--- config.mk ---
export PLATFORM = sky130hd
export DESIGN_NAME = dle_stuffed_imu_frame_deframer_unit
export DESIGN_NICKNAME = d
export VERILOG_FILES = /design/src/hdl/dle_pkg.sv /design/src/hdl/dle_stuffed_imu_frame_deframer_unit.sv /design/src/hdl/dle_front.sv /design/src/hdl/dle_cmd_fifo.sv /design/src/hdl/dle_back.sv
export VERILOG_INCLUDE_DIRS = /design/src /design/src/hdl
export SDC_FILE = /design/constraint.sdc
export NUM_CORES = 1
export LEC_CHECK = 0
export BUFFER_PORTS_ARGS = -buffer_cell sky130_fd_sc_hd__clkbuf_2
export CELL_PAD_IN_SITES_DETAIL_PLACEMENT = 1
export CELL_PAD_IN_SITES_GLOBAL_PLACEMENT = 1
export CORE_ASPECT_RATIO = 1.4
export CORE_MARGIN = 5
export CORE_UTILIZATION = 35
export DETAILED_ROUTE_END_ITERATION = 10
export GPL_TIMING_DRIVEN = 0
export PLACE_DENSITY_LB_ADDON = 0.1
export SYNTH_ARGS = -nofsm -noshare
export SYNTH_HDL_FRONTEND = slang
export SYNTH_HIERARCHICAL = 1
export SYNTH_SLANG_ARGS = --single-unit
--- constraint.sdc ---
create_clock -name clock -period 14.5 [get_ports clock]
set_clock_uncertainty 0.15 [all_clocks]
set_input_delay 0 -clock clock [delete_from_list [all_inputs] [get_ports clock]]
set_output_delay 0 -clock clock [all_outputs]
set_load 0.02 [all_outputs]
--- src/hdl/dle_stuffed_imu_frame_deframer_unit_assert.svh ---
// Assertion macros shared by the deframer queue and back end
`ifndef DLE_STUFFED_IMU_FRAME_DEFRAMER_UNIT_ASSERT_SVH
`define DLE_STUFFED_IMU_FRAME_DEFRAMER_UNIT_ASSERT_SVH

// same-cycle implication, checked outside reset
`define DLE_ASSERT_NOW(name, ante, cons, msg) \
   name: assert property (@(posedge clock) disable iff (reset) (ante) |-> (cons)) \
      else $error(msg);

// next-cycle implication, checked outside reset
`define DLE_ASSERT_NEXT(name, ante, cons, msg) \
   name: assert property (@(posedge clock) disable iff (reset) (ante) |=> (cons)) \
      else $error(msg);

`endif

--- src/hdl/dle_pkg.sv ---
// Shared types and constants of the DLE IMU frame deframer
package dle_pkg;

   // link control symbols
   localparam logic [7:0] SYM_DLE = 8'h10;
   localparam logic [7:0] SYM_SOH = 8'h01;
   localparam logic [7:0] SYM_EOT = 8'h04;

   // frame layout
   localparam int unsigned FRAME_BYTES_DEF = 22;
   localparam int unsigned WORD_BYTES      = 18;
   localparam int unsigned WORD_COUNT      = WORD_BYTES / 2;
   localparam int unsigned COUNT_W         = 5;
   localparam logic [COUNT_W-1:0] COUNT_MAX = '1;
   localparam int unsigned IDX_W           = $clog2(WORD_BYTES);

   // command queue
   localparam int unsigned QUEUE_DEPTH_DEF = 4;

   // classified beat passed from front to back
   typedef enum logic [1:0] {
      CMD_DATA  = 2'd0,
      CMD_OPEN  = 2'd1,
      CMD_CLOSE = 2'd2
   } dle_cmd_type;

   typedef struct packed {
      dle_cmd_type cmd;
      logic [7:0]  data;
   } dle_beat_type;

endpackage

--- src/hdl/dle_stuffed_imu_frame_deframer_unit.sv ---
// Top level of the DLE byte-stuffed IMU frame deframer
//
// Input channel req_: one raw serial byte per beat on req_rx_byte, taken when
// req_valid is high and req_stall is low. A byte is accepted every cycle while
// the internal beat queue has room; req_stall rises only when the queue is full.
// Result channel rsp_: one beat per closed frame (DLE EOT), carrying length_ok,
// nine signed 16-bit sensor words and the frame number; all zero on a bad length.
// Throughput is one byte per cycle while the beat queue has room, set by the
// framing state machine in the front end and the single-beat capture in the back end.
// The result becomes valid after the closing EOT byte is accepted: the close beat is
// first written into the queue and then loads the result register, later while the
// queue still holds older beats or the result register is held by a stall.
// When the receiver stalls, the result register holds its beat; the queue keeps
// taking bytes until it fills, then req_stall rises.
// Synchronous reset returns the front end to hunting for DLE SOH, empties the
// queue and clears the payload count and good-frame counter; no result is valid.
module dle_stuffed_imu_frame_deframer_unit
   import dle_pkg::*;
#(
   parameter int unsigned FRAME_BYTES = FRAME_BYTES_DEF,
   parameter int unsigned QUEUE_DEPTH = QUEUE_DEPTH_DEF
) (
   input  logic                clock,
   input  logic                reset,
   input  logic                req_valid,
   output logic                req_stall,
   input  logic [7:0]          req_rx_byte,
   output logic                rsp_valid,
   input  logic                rsp_stall,
   output logic                rsp_length_ok,
   output logic signed [15:0]  rsp_accel_x,
   output logic signed [15:0]  rsp_accel_y,
   output logic signed [15:0]  rsp_accel_z,
   output logic signed [15:0]  rsp_gyro_x,
   output logic signed [15:0]  rsp_gyro_y,
   output logic signed [15:0]  rsp_gyro_z,
   output logic signed [15:0]  rsp_mag_x,
   output logic signed [15:0]  rsp_mag_y,
   output logic signed [15:0]  rsp_mag_z,
   output logic        [31:0]  rsp_frame_number
);

   logic         q_full;
   logic         q_empty;
   logic         push;
   logic         pop;
   dle_beat_type push_beat;
   dle_beat_type pop_beat;

   assign req_stall = q_full;

   // byte classification
   dle_front u_front (
      .clock       (clock),
      .reset       (reset),
      .req_valid   (req_valid),
      .req_rx_byte (req_rx_byte),
      .q_full      (q_full),
      .push        (push),
      .push_beat   (push_beat)
   );

   // decoupling queue
   dle_cmd_fifo #(
      .DEPTH (QUEUE_DEPTH)
   ) u_fifo (
      .clock     (clock),
      .reset     (reset),
      .push      (push),
      .push_beat (push_beat),
      .full      (q_full),
      .pop       (pop),
      .pop_beat  (pop_beat),
      .empty     (q_empty)
   );

   // capture and result
   dle_back #(
      .FRAME_BYTES (FRAME_BYTES)
   ) u_back (
      .clock            (clock),
      .reset            (reset),
      .q_empty          (q_empty),
      .q_beat           (pop_beat),
      .q_pop            (pop),
      .rsp_valid        (rsp_valid),
      .rsp_stall        (rsp_stall),
      .rsp_length_ok    (rsp_length_ok),
      .rsp_accel_x      (rsp_accel_x),
      .rsp_accel_y      (rsp_accel_y),
      .rsp_accel_z      (rsp_accel_z),
      .rsp_gyro_x       (rsp_gyro_x),
      .rsp_gyro_y       (rsp_gyro_y),
      .rsp_gyro_z       (rsp_gyro_z),
      .rsp_mag_x        (rsp_mag_x),
      .rsp_mag_y        (rsp_mag_y),
      .rsp_mag_z        (rsp_mag_z),
      .rsp_frame_number (rsp_frame_number)
   );

endmodule

--- src/hdl/dle_front.sv ---
// Front end: DLE framing state machine that classifies raw bytes
module dle_front
   import dle_pkg::*;
(
   input  logic         clock,
   input  logic         reset,
   input  logic         req_valid,
   input  logic [7:0]   req_rx_byte,
   input  logic         q_full,
   output logic         push,
   output dle_beat_type push_beat
);

   typedef enum logic [1:0] {
      ST_HUNT,
      ST_HUNT_ESC,
      ST_BODY,
      ST_BODY_ESC
   } state_type;

   state_type state_ff, state_in;
   logic      accept;

   assign accept = req_valid & ~q_full;

   // classify the byte and pick the next framing state
   always_comb begin
      state_in       = state_ff;
      push           = 1'b0;
      push_beat.cmd  = CMD_DATA;
      push_beat.data = req_rx_byte;
      if (accept) begin
         case (state_ff)
            ST_HUNT: begin
               state_in = (req_rx_byte == SYM_DLE) ? ST_HUNT_ESC : ST_HUNT;
            end
            ST_HUNT_ESC: begin
               if (req_rx_byte == SYM_SOH) begin
                  push          = 1'b1;
                  push_beat.cmd = CMD_OPEN;
                  state_in      = ST_BODY;
               end else begin
                  state_in = ST_HUNT;
               end
            end
            ST_BODY: begin
               if (req_rx_byte == SYM_DLE) begin
                  state_in = ST_BODY_ESC;
               end else begin
                  push = 1'b1;
               end
            end
            ST_BODY_ESC: begin
               // escaped DLE is data, EOT closes, anything else is dropped
               if (req_rx_byte == SYM_EOT) begin
                  push          = 1'b1;
                  push_beat.cmd = CMD_CLOSE;
                  state_in      = ST_HUNT;
               end else begin
                  push     = (req_rx_byte == SYM_DLE);
                  state_in = ST_BODY;
               end
            end
            default: begin
               state_in = ST_HUNT;
            end
         endcase
      end
   end

   // framing state
   always_ff @(posedge clock) begin
      if (reset) begin
         state_ff <= ST_HUNT;
      end else begin
         state_ff <= state_in;
      end
   end

endmodule

--- src/hdl/dle_cmd_fifo.sv ---
// Short queue of classified beats between front and back end
`include "dle_stuffed_imu_frame_deframer_unit_assert.svh"
module dle_cmd_fifo
   import dle_pkg::*;
#(
   parameter int unsigned DEPTH = QUEUE_DEPTH_DEF
) (
   input  logic         clock,
   input  logic         reset,
   input  logic         push,
   input  dle_beat_type push_beat,
   output logic         full,
   input  logic         pop,
   output dle_beat_type pop_beat,
   output logic         empty
);

   localparam int unsigned PTR_W = (DEPTH > 1) ? $clog2(DEPTH) : 1;
   localparam int unsigned CNT_W = $clog2(DEPTH + 1);
   localparam logic [PTR_W-1:0] PTR_LAST = PTR_W'(DEPTH - 1);
   localparam logic [CNT_W-1:0] CNT_FULL = CNT_W'(DEPTH);

   dle_beat_type     mem_ff [DEPTH];
   logic [PTR_W-1:0] wr_ptr_ff, wr_ptr_in;
   logic [PTR_W-1:0] rd_ptr_ff, rd_ptr_in;
   logic [CNT_W-1:0] cnt_ff, cnt_in;

   assign full     = (cnt_ff == CNT_FULL);
   assign empty    = (cnt_ff == '0);
   assign pop_beat = mem_ff[rd_ptr_ff];

   // pointer and fill count update
   always_comb begin
      wr_ptr_in = wr_ptr_ff;
      rd_ptr_in = rd_ptr_ff;
      cnt_in    = cnt_ff;
      if (push) begin
         wr_ptr_in = (wr_ptr_ff == PTR_LAST) ? '0 : wr_ptr_ff + 1'b1;
      end
      if (pop) begin
         rd_ptr_in = (rd_ptr_ff == PTR_LAST) ? '0 : rd_ptr_ff + 1'b1;
      end
      if (push && !pop) begin
         cnt_in = cnt_ff + 1'b1;
      end else if (pop && !push) begin
         cnt_in = cnt_ff - 1'b1;
      end
   end

   always_ff @(posedge clock) begin
      if (reset) begin
         wr_ptr_ff <= '0;
         rd_ptr_ff <= '0;
         cnt_ff    <= '0;
      end else begin
         wr_ptr_ff <= wr_ptr_in;
         rd_ptr_ff <= rd_ptr_in;
         cnt_ff    <= cnt_in;
      end
   end

   // storage, no reset
   always_ff @(posedge clock) begin
      if (push) begin
         mem_ff[wr_ptr_ff] <= push_beat;
      end
   end

   `DLE_ASSERT_NOW(a_no_push_full, push, !full, "push into full queue")
   `DLE_ASSERT_NOW(a_no_pop_empty, pop, !empty, "pop from empty queue")
   `DLE_ASSERT_NEXT(a_push_fills, push && !pop, cnt_ff == $past(cnt_ff) + 1'b1,
      "fill count missed a push")

endmodule

--- src/hdl/dle_back.sv ---
// Back end: payload capture, length check and result register
`include "dle_stuffed_imu_frame_deframer_unit_assert.svh"
module dle_back
   import dle_pkg::*;
#(
   parameter int unsigned FRAME_BYTES = FRAME_BYTES_DEF
) (
   input  logic                clock,
   input  logic                reset,
   input  logic                q_empty,
   input  dle_beat_type        q_beat,
   output logic                q_pop,
   output logic                rsp_valid,
   input  logic                rsp_stall,
   output logic                rsp_length_ok,
   output logic signed [15:0]  rsp_accel_x,
   output logic signed [15:0]  rsp_accel_y,
   output logic signed [15:0]  rsp_accel_z,
   output logic signed [15:0]  rsp_gyro_x,
   output logic signed [15:0]  rsp_gyro_y,
   output logic signed [15:0]  rsp_gyro_z,
   output logic signed [15:0]  rsp_mag_x,
   output logic signed [15:0]  rsp_mag_y,
   output logic signed [15:0]  rsp_mag_z,
   output logic        [31:0]  rsp_frame_number
);

   localparam logic [COUNT_W-1:0] LEN_GOOD  = COUNT_W'(FRAME_BYTES);
   localparam logic [COUNT_W-1:0] WORD_LIM  = COUNT_W'(WORD_BYTES);

   logic [COUNT_W-1:0] count_ff, count_in;
   logic [7:0]         field_ff [WORD_BYTES];
   logic [31:0]        frame_cnt_ff, frame_cnt_in;
   logic               valid_ff, valid_in;
   logic               ok_ff;
   logic [15:0]        word_ff [WORD_COUNT];
   logic [31:0]        number_ff;
   logic               out_free;
   logic               load;
   logic               len_ok;
   logic               field_we;

   // a close beat waits until the result register can take it
   assign out_free = ~valid_ff | ~rsp_stall;
   assign q_pop    = ~q_empty & ((q_beat.cmd != CMD_CLOSE) | out_free);
   assign load     = q_pop & (q_beat.cmd == CMD_CLOSE);
   assign len_ok   = (count_ff == LEN_GOOD);
   assign field_we = q_pop & (q_beat.cmd == CMD_DATA) & (count_ff < WORD_LIM);

   // control state
   always_comb begin
      count_in     = count_ff;
      frame_cnt_in = frame_cnt_ff;
      valid_in     = valid_ff & rsp_stall;
      if (q_pop) begin
         case (q_beat.cmd)
            CMD_DATA: begin
               if (count_ff != COUNT_MAX) begin
                  count_in = count_ff + 1'b1;
               end
            end
            CMD_OPEN: begin
               count_in = '0;
            end
            CMD_CLOSE: begin
               count_in = '0;
               valid_in = 1'b1;
               if (len_ok) begin
                  frame_cnt_in = frame_cnt_ff + 32'd1;
               end
            end
            default: begin
               count_in = count_ff;
            end
         endcase
      end
   end

   always_ff @(posedge clock) begin
      if (reset) begin
         count_ff     <= '0;
         frame_cnt_ff <= '0;
         valid_ff     <= 1'b0;
      end else begin
         count_ff     <= count_in;
         frame_cnt_ff <= frame_cnt_in;
         valid_ff     <= valid_in;
      end
   end

   // payload byte capture
   always_ff @(posedge clock) begin
      if (field_we) begin
         field_ff[count_ff[IDX_W-1:0]] <= q_beat.data;
      end
   end

   // result register, zeroed on a bad length
   always_ff @(posedge clock) begin
      if (load) begin
         ok_ff     <= len_ok;
         number_ff <= len_ok ? frame_cnt_ff : 32'd0;
         for (int k = 0; k < WORD_COUNT; k++) begin
            word_ff[k] <= len_ok ? {field_ff[2*k], field_ff[2*k+1]} : 16'd0;
         end
      end
   end

   assign rsp_valid        = valid_ff;
   assign rsp_length_ok    = ok_ff;
   assign rsp_accel_x      = signed'(word_ff[0]);
   assign rsp_accel_y      = signed'(word_ff[1]);
   assign rsp_accel_z      = signed'(word_ff[2]);
   assign rsp_gyro_x       = signed'(word_ff[3]);
   assign rsp_gyro_y       = signed'(word_ff[4]);
   assign rsp_gyro_z       = signed'(word_ff[5]);
   assign rsp_mag_x        = signed'(word_ff[6]);
   assign rsp_mag_y        = signed'(word_ff[7]);
   assign rsp_mag_z        = signed'(word_ff[8]);
   assign rsp_frame_number = number_ff;

   `DLE_ASSERT_NOW(a_bad_is_zero, valid_ff && !ok_ff, number_ff == 32'd0 && word_ff[0] == 16'd0,
      "bad-length result carries data")
   `DLE_ASSERT_NEXT(a_close_clears, load, count_ff == '0, "count not cleared at frame end")
   `DLE_ASSERT_NEXT(a_good_counts, load && len_ok, frame_cnt_ff == $past(frame_cnt_ff) + 32'd1,
      "good frame not counted")

endmodule

==> impl_summary.log <==
INFO  metric worstSetupPathType = reg2reg
INFO  metric cp_data_required_time = approximately 15,000 ps
INFO  metric clock.fmax = 0.2847 GHz
INFO  metric post-route-util = 0.4300
INFO  metric timing.reg2reg.worst_path_depth = 7
INFO  metric worst_setup_path_end_kind = flop
INFO  metric grt_start_max_net_pins = 29
INFO  metric internal_reg_to_reg_setup_slack = 10,990 ps
INFO  metric grt_pass1_wl = roughly 53 mm
INFO  metric dr.first_iter.drc_count = 317
INFO  metric area_after_detailed_placement = between 15,000 and 20,000 µm²
INFO  metric design.final.nets = 1,203
INFO  metric core_area = 43,130 µm²
INFO  metric insertedDiodeCount = 0
INFO  metric initial_antenna_violation_count = 0
INFO  metric cts_sinks = 410
INFO  metric status = complete, no violations
INFO  metric terminus_of_the_critical_flop_to_flop_path = u_back/field_ff[16][7]$_DFFE_PP_
INFO  metric cts.htree.levels = 2
INFO  metric floorplan.rows = 90
INFO  metric finish.instance_area = 18,550 µm²
INFO  metric power_density = 169.6 nW/µm²
INFO  metric die_area = 48,050 µm²
INFO  metric hold_end = u_fifo/mem_ff[0][3]$_DFFE_PP_
INFO  metric min_delay_path_depth = 3
INFO  metric vias_per_cell = around 4.7
INFO  metric flops_latches_synth = a little over 400
INFO  metric wl_per_cell = 19.25 µm
INFO  metric port_buffers = 190
INFO  metric clock_tree.buffer_depth = 3
INFO  metric power.static_leakage = 6.357 nW
INFO  metric cts.reportedPaths.clkPinSlew = 60 ps
INFO  metric tightest_slew = 918.6 ps
INFO  metric postRouteWirelength = 33.86 mm
INFO  metric number_of_max_cap_violations = 0
INFO  metric place.detailed.hpwl = between 20 and 25 mm
INFO  metric num_vias = between 8k and 9k
INFO  metric root_buffer = clkbuf_16
INFO  metric post_synth_inst_count = 924
INFO  metric number_of_warnings_reported_in_the_yosys_synthesis_log = 6
INFO  metric max_slew_margin = 0.3862
INFO  metric finalMaxSlewViolations = 0
INFO  metric cts_hold_repair.buffers = 12
INFO  metric instances_no_fill = 1,759
INFO  metric floorplan.initialDensity = 0.3547
INFO  metric ys_seq_area_frac = 0.7727
INFO  metric report.final.setup_viol = 0
INFO  metric num_io_pins = 191
INFO  metric mappedNetlistArea = between 15,000 and 20,000 µm²
INFO  metric worstPathMaxFanout = 10
INFO  metric synth_nets = between 900 and 1k
INFO  metric grt_util_all_layers = 0.1401
INFO  metric number_of_optimization_iterations_in_the_first_detailed_route_pass = 4
INFO  metric cts_tree = done
INFO  metric cts_setup_buffers = 0
INFO  metric design_power_total = 3.145 mW
INFO  metric num_cts_buffers = between 40 and 50
INFO  metric timing.critical_path.arrival = 3520 ps
INFO  metric numPlacedInstances = 1,673
INFO  metric synth_top_flop_cell = edfxtp_1
INFO  metric hold_crit_path_type = in2reg
INFO  metric post_route_cells_drive_above_1_share = 0.2577
INFO  metric clock_insertion_delay_worst_skew = approximately 530 ps
INFO  metric crit_path_time_final = 3512 ps
INFO  metric yosys_cell_types = 50
INFO  metric route.antenna.remaining_nets = 0
INFO  metric synth_edf_count = 361
INFO  metric cts-resized-gates = 0
INFO  metric synthesis.area_per_instance = 16.56 µm²
INFO  metric crit_path_start_kind = flop
INFO  metric fp.dieH = 257.4 µm
INFO  metric hold_path_startpoint = req_rx_byte[3]
INFO  metric globalRouteOverflowTotal = 0
INFO  metric layout_stage_area_growth_over_the_synthesis_result = 21.22%
INFO  metric power.ir.vdd_worst = 0.07235 mV
INFO  metric first_global_vias = between 8k and 9k
INFO  metric rsz_0062_raised_after_global_routing = false
INFO  metric place_congestion = 0.7353
INFO  metric async_reset_ff_frac = 0
INFO  metric chipWidth = around 190 µm
INFO  metric post-route-period-util = 0.2422
INFO  metric drc = 0
INFO  metric hold_viol_final = 0
==> kinds of logic (layout without fill, tap and decap cells) <==
family / after synthesis / count (layout) / share of synthesized area
compound gates: 44 / 44 / 0.01726
flops: 410 / 410 / 0.7727
fa+ha+maj: 15 / 15 / 0.01276
buf+inv: 61 / 344 / 0.01987
xor+xnor: 6 / 6 / 0.003435
simple gates: 356 / 356 / 0.1435
mux: 32 / 32 / 0.03051
==> through the flow <==
| step | setup TNS [ps] | setup WS (ps) | hold WS [ps] |
|---|---|---|---|
| after detailed placement | 0 | 10930 | 164.2 |
| after floorplan | 0 | 3746 | -80.93 |
| final | 0 | 10990 | 175.2 |
| after global routing | 0 | 10710 | 174.2 |
| after CTS | 0 | 10900 | 148.4 |
| after global placement | -80300 | -470.4 | 155.5 |
==> flip-flops by register name, summed over array words and instances, names as in the netlist, named ones only <==
signal,count
u_back/field_ff,144
u_fifo/wr_ptr_ff,2
u_back/rsp_frame_number,32
u_fifo/cnt_ff,3
u_back/rsp_length_ok,1
u_back/frame_cnt_ff,32
u_back/word_ff,144
u_back/rsp_valid,1
u_back/count_ff,5
u_fifo/rd_ptr_ff,2
u_front/state_ff,2
u_fifo/mem_ff,40
==> how the worst max path moves through the flow <==
stage	endpoint	slack (ps)	cells after the start
2_1_floorplan	u_back/rsp_frame_number[0]$_SDFFCE_PN0P_	3750	6
3_3_place_gp	u_back/word_ff[0][107]$_SDFFCE_PN0P_	-470	6
3_5_place_dp	u_back/field_ff[16][7]$_DFFE_PP_	10930	7
4_1_cts	u_back/field_ff[16][7]$_DFFE_PP_	10900	7
5_1_grt	u_back/field_ff[16][0]$_DFFE_PP_	10710	7
6_report	u_back/field_ff[16][7]$_DFFE_PP_	10990	7
==> per-layer routing <==
metal / vias up / wire [µm] / global-route usage
met5: - / 0 / 0
met4: 0 / 576 / 0.03625
met1: 4111 / 13820 / 0.1667
li1: 3892 / - / -
met2: 166 / 18110 / 0.2598
met3: 41 / 1360 / 0.02644
==> critical path: stages (launching register included) <==
cell,delay [ps]
dfxtp_1,320
buf_6,180
mux4_2,540
ha_1,240
a31oi_1,490
and3_1,320
nand2_1,230
nor2_1,680
==> cells in the final DEF, fill, tap and decap left out, types with 15 or more instances in the layout <==
master / count
clkbuf_16: 41
and2_1: 182
edfxtp_1: 361
dfxtp_1: 49
clkbuf_2: 191
clkbuf_1: 39
nand2_1: 20
nor2_1: 50
a21oi_1: 19
nor2b_1: 18
inv_1: 15
==> power by group <==
group,switching (mW),internal [mW]
Combinational,0.411,0.154
Sequential,0.0502,1.49
Clock,0.430,0.610
==> cells in the mapped netlist, types with 10 or more instances <==
| master | count | area (µm²) |
|---|---|---|
| o31ai_1 | 11 | 82.58 |
| ha_1 | 14 | 175.2 |
| dfxtp_1 | 49 | 980.9 |
| nor4_1 | 11 | 68.82 |
| mux2_2 | 14 | 157.7 |
| nor2b_1 | 18 | 112.6 |
| inv_1 | 15 | 56.30 |
| nand2_1 | 20 | 75.07 |
| mux4_2 | 10 | 225.2 |
| and2_1 | 182 | 1139 |
| edfxtp_1 | 361 | 10840 |
| nor2_1 | 50 | 187.7 |
| or4_1 | 11 | 82.58 |
| clkbuf_1 | 27 | 101.4 |
| a21oi_1 | 20 | 100.1 |
==> final cells by class <==
class                   instances  area [µm²]
well taps                     552       690.7
repair buffers                209        1234
fillers                      4325       24580
plain buffers                  46       247.7
clock inverters                18       198.9
clock buffers                  56        1112
multi-input cells             453        3184
inverters                      15       56.30
flip-flops and latches        410       11820
(Power assumes the default switching activity.)
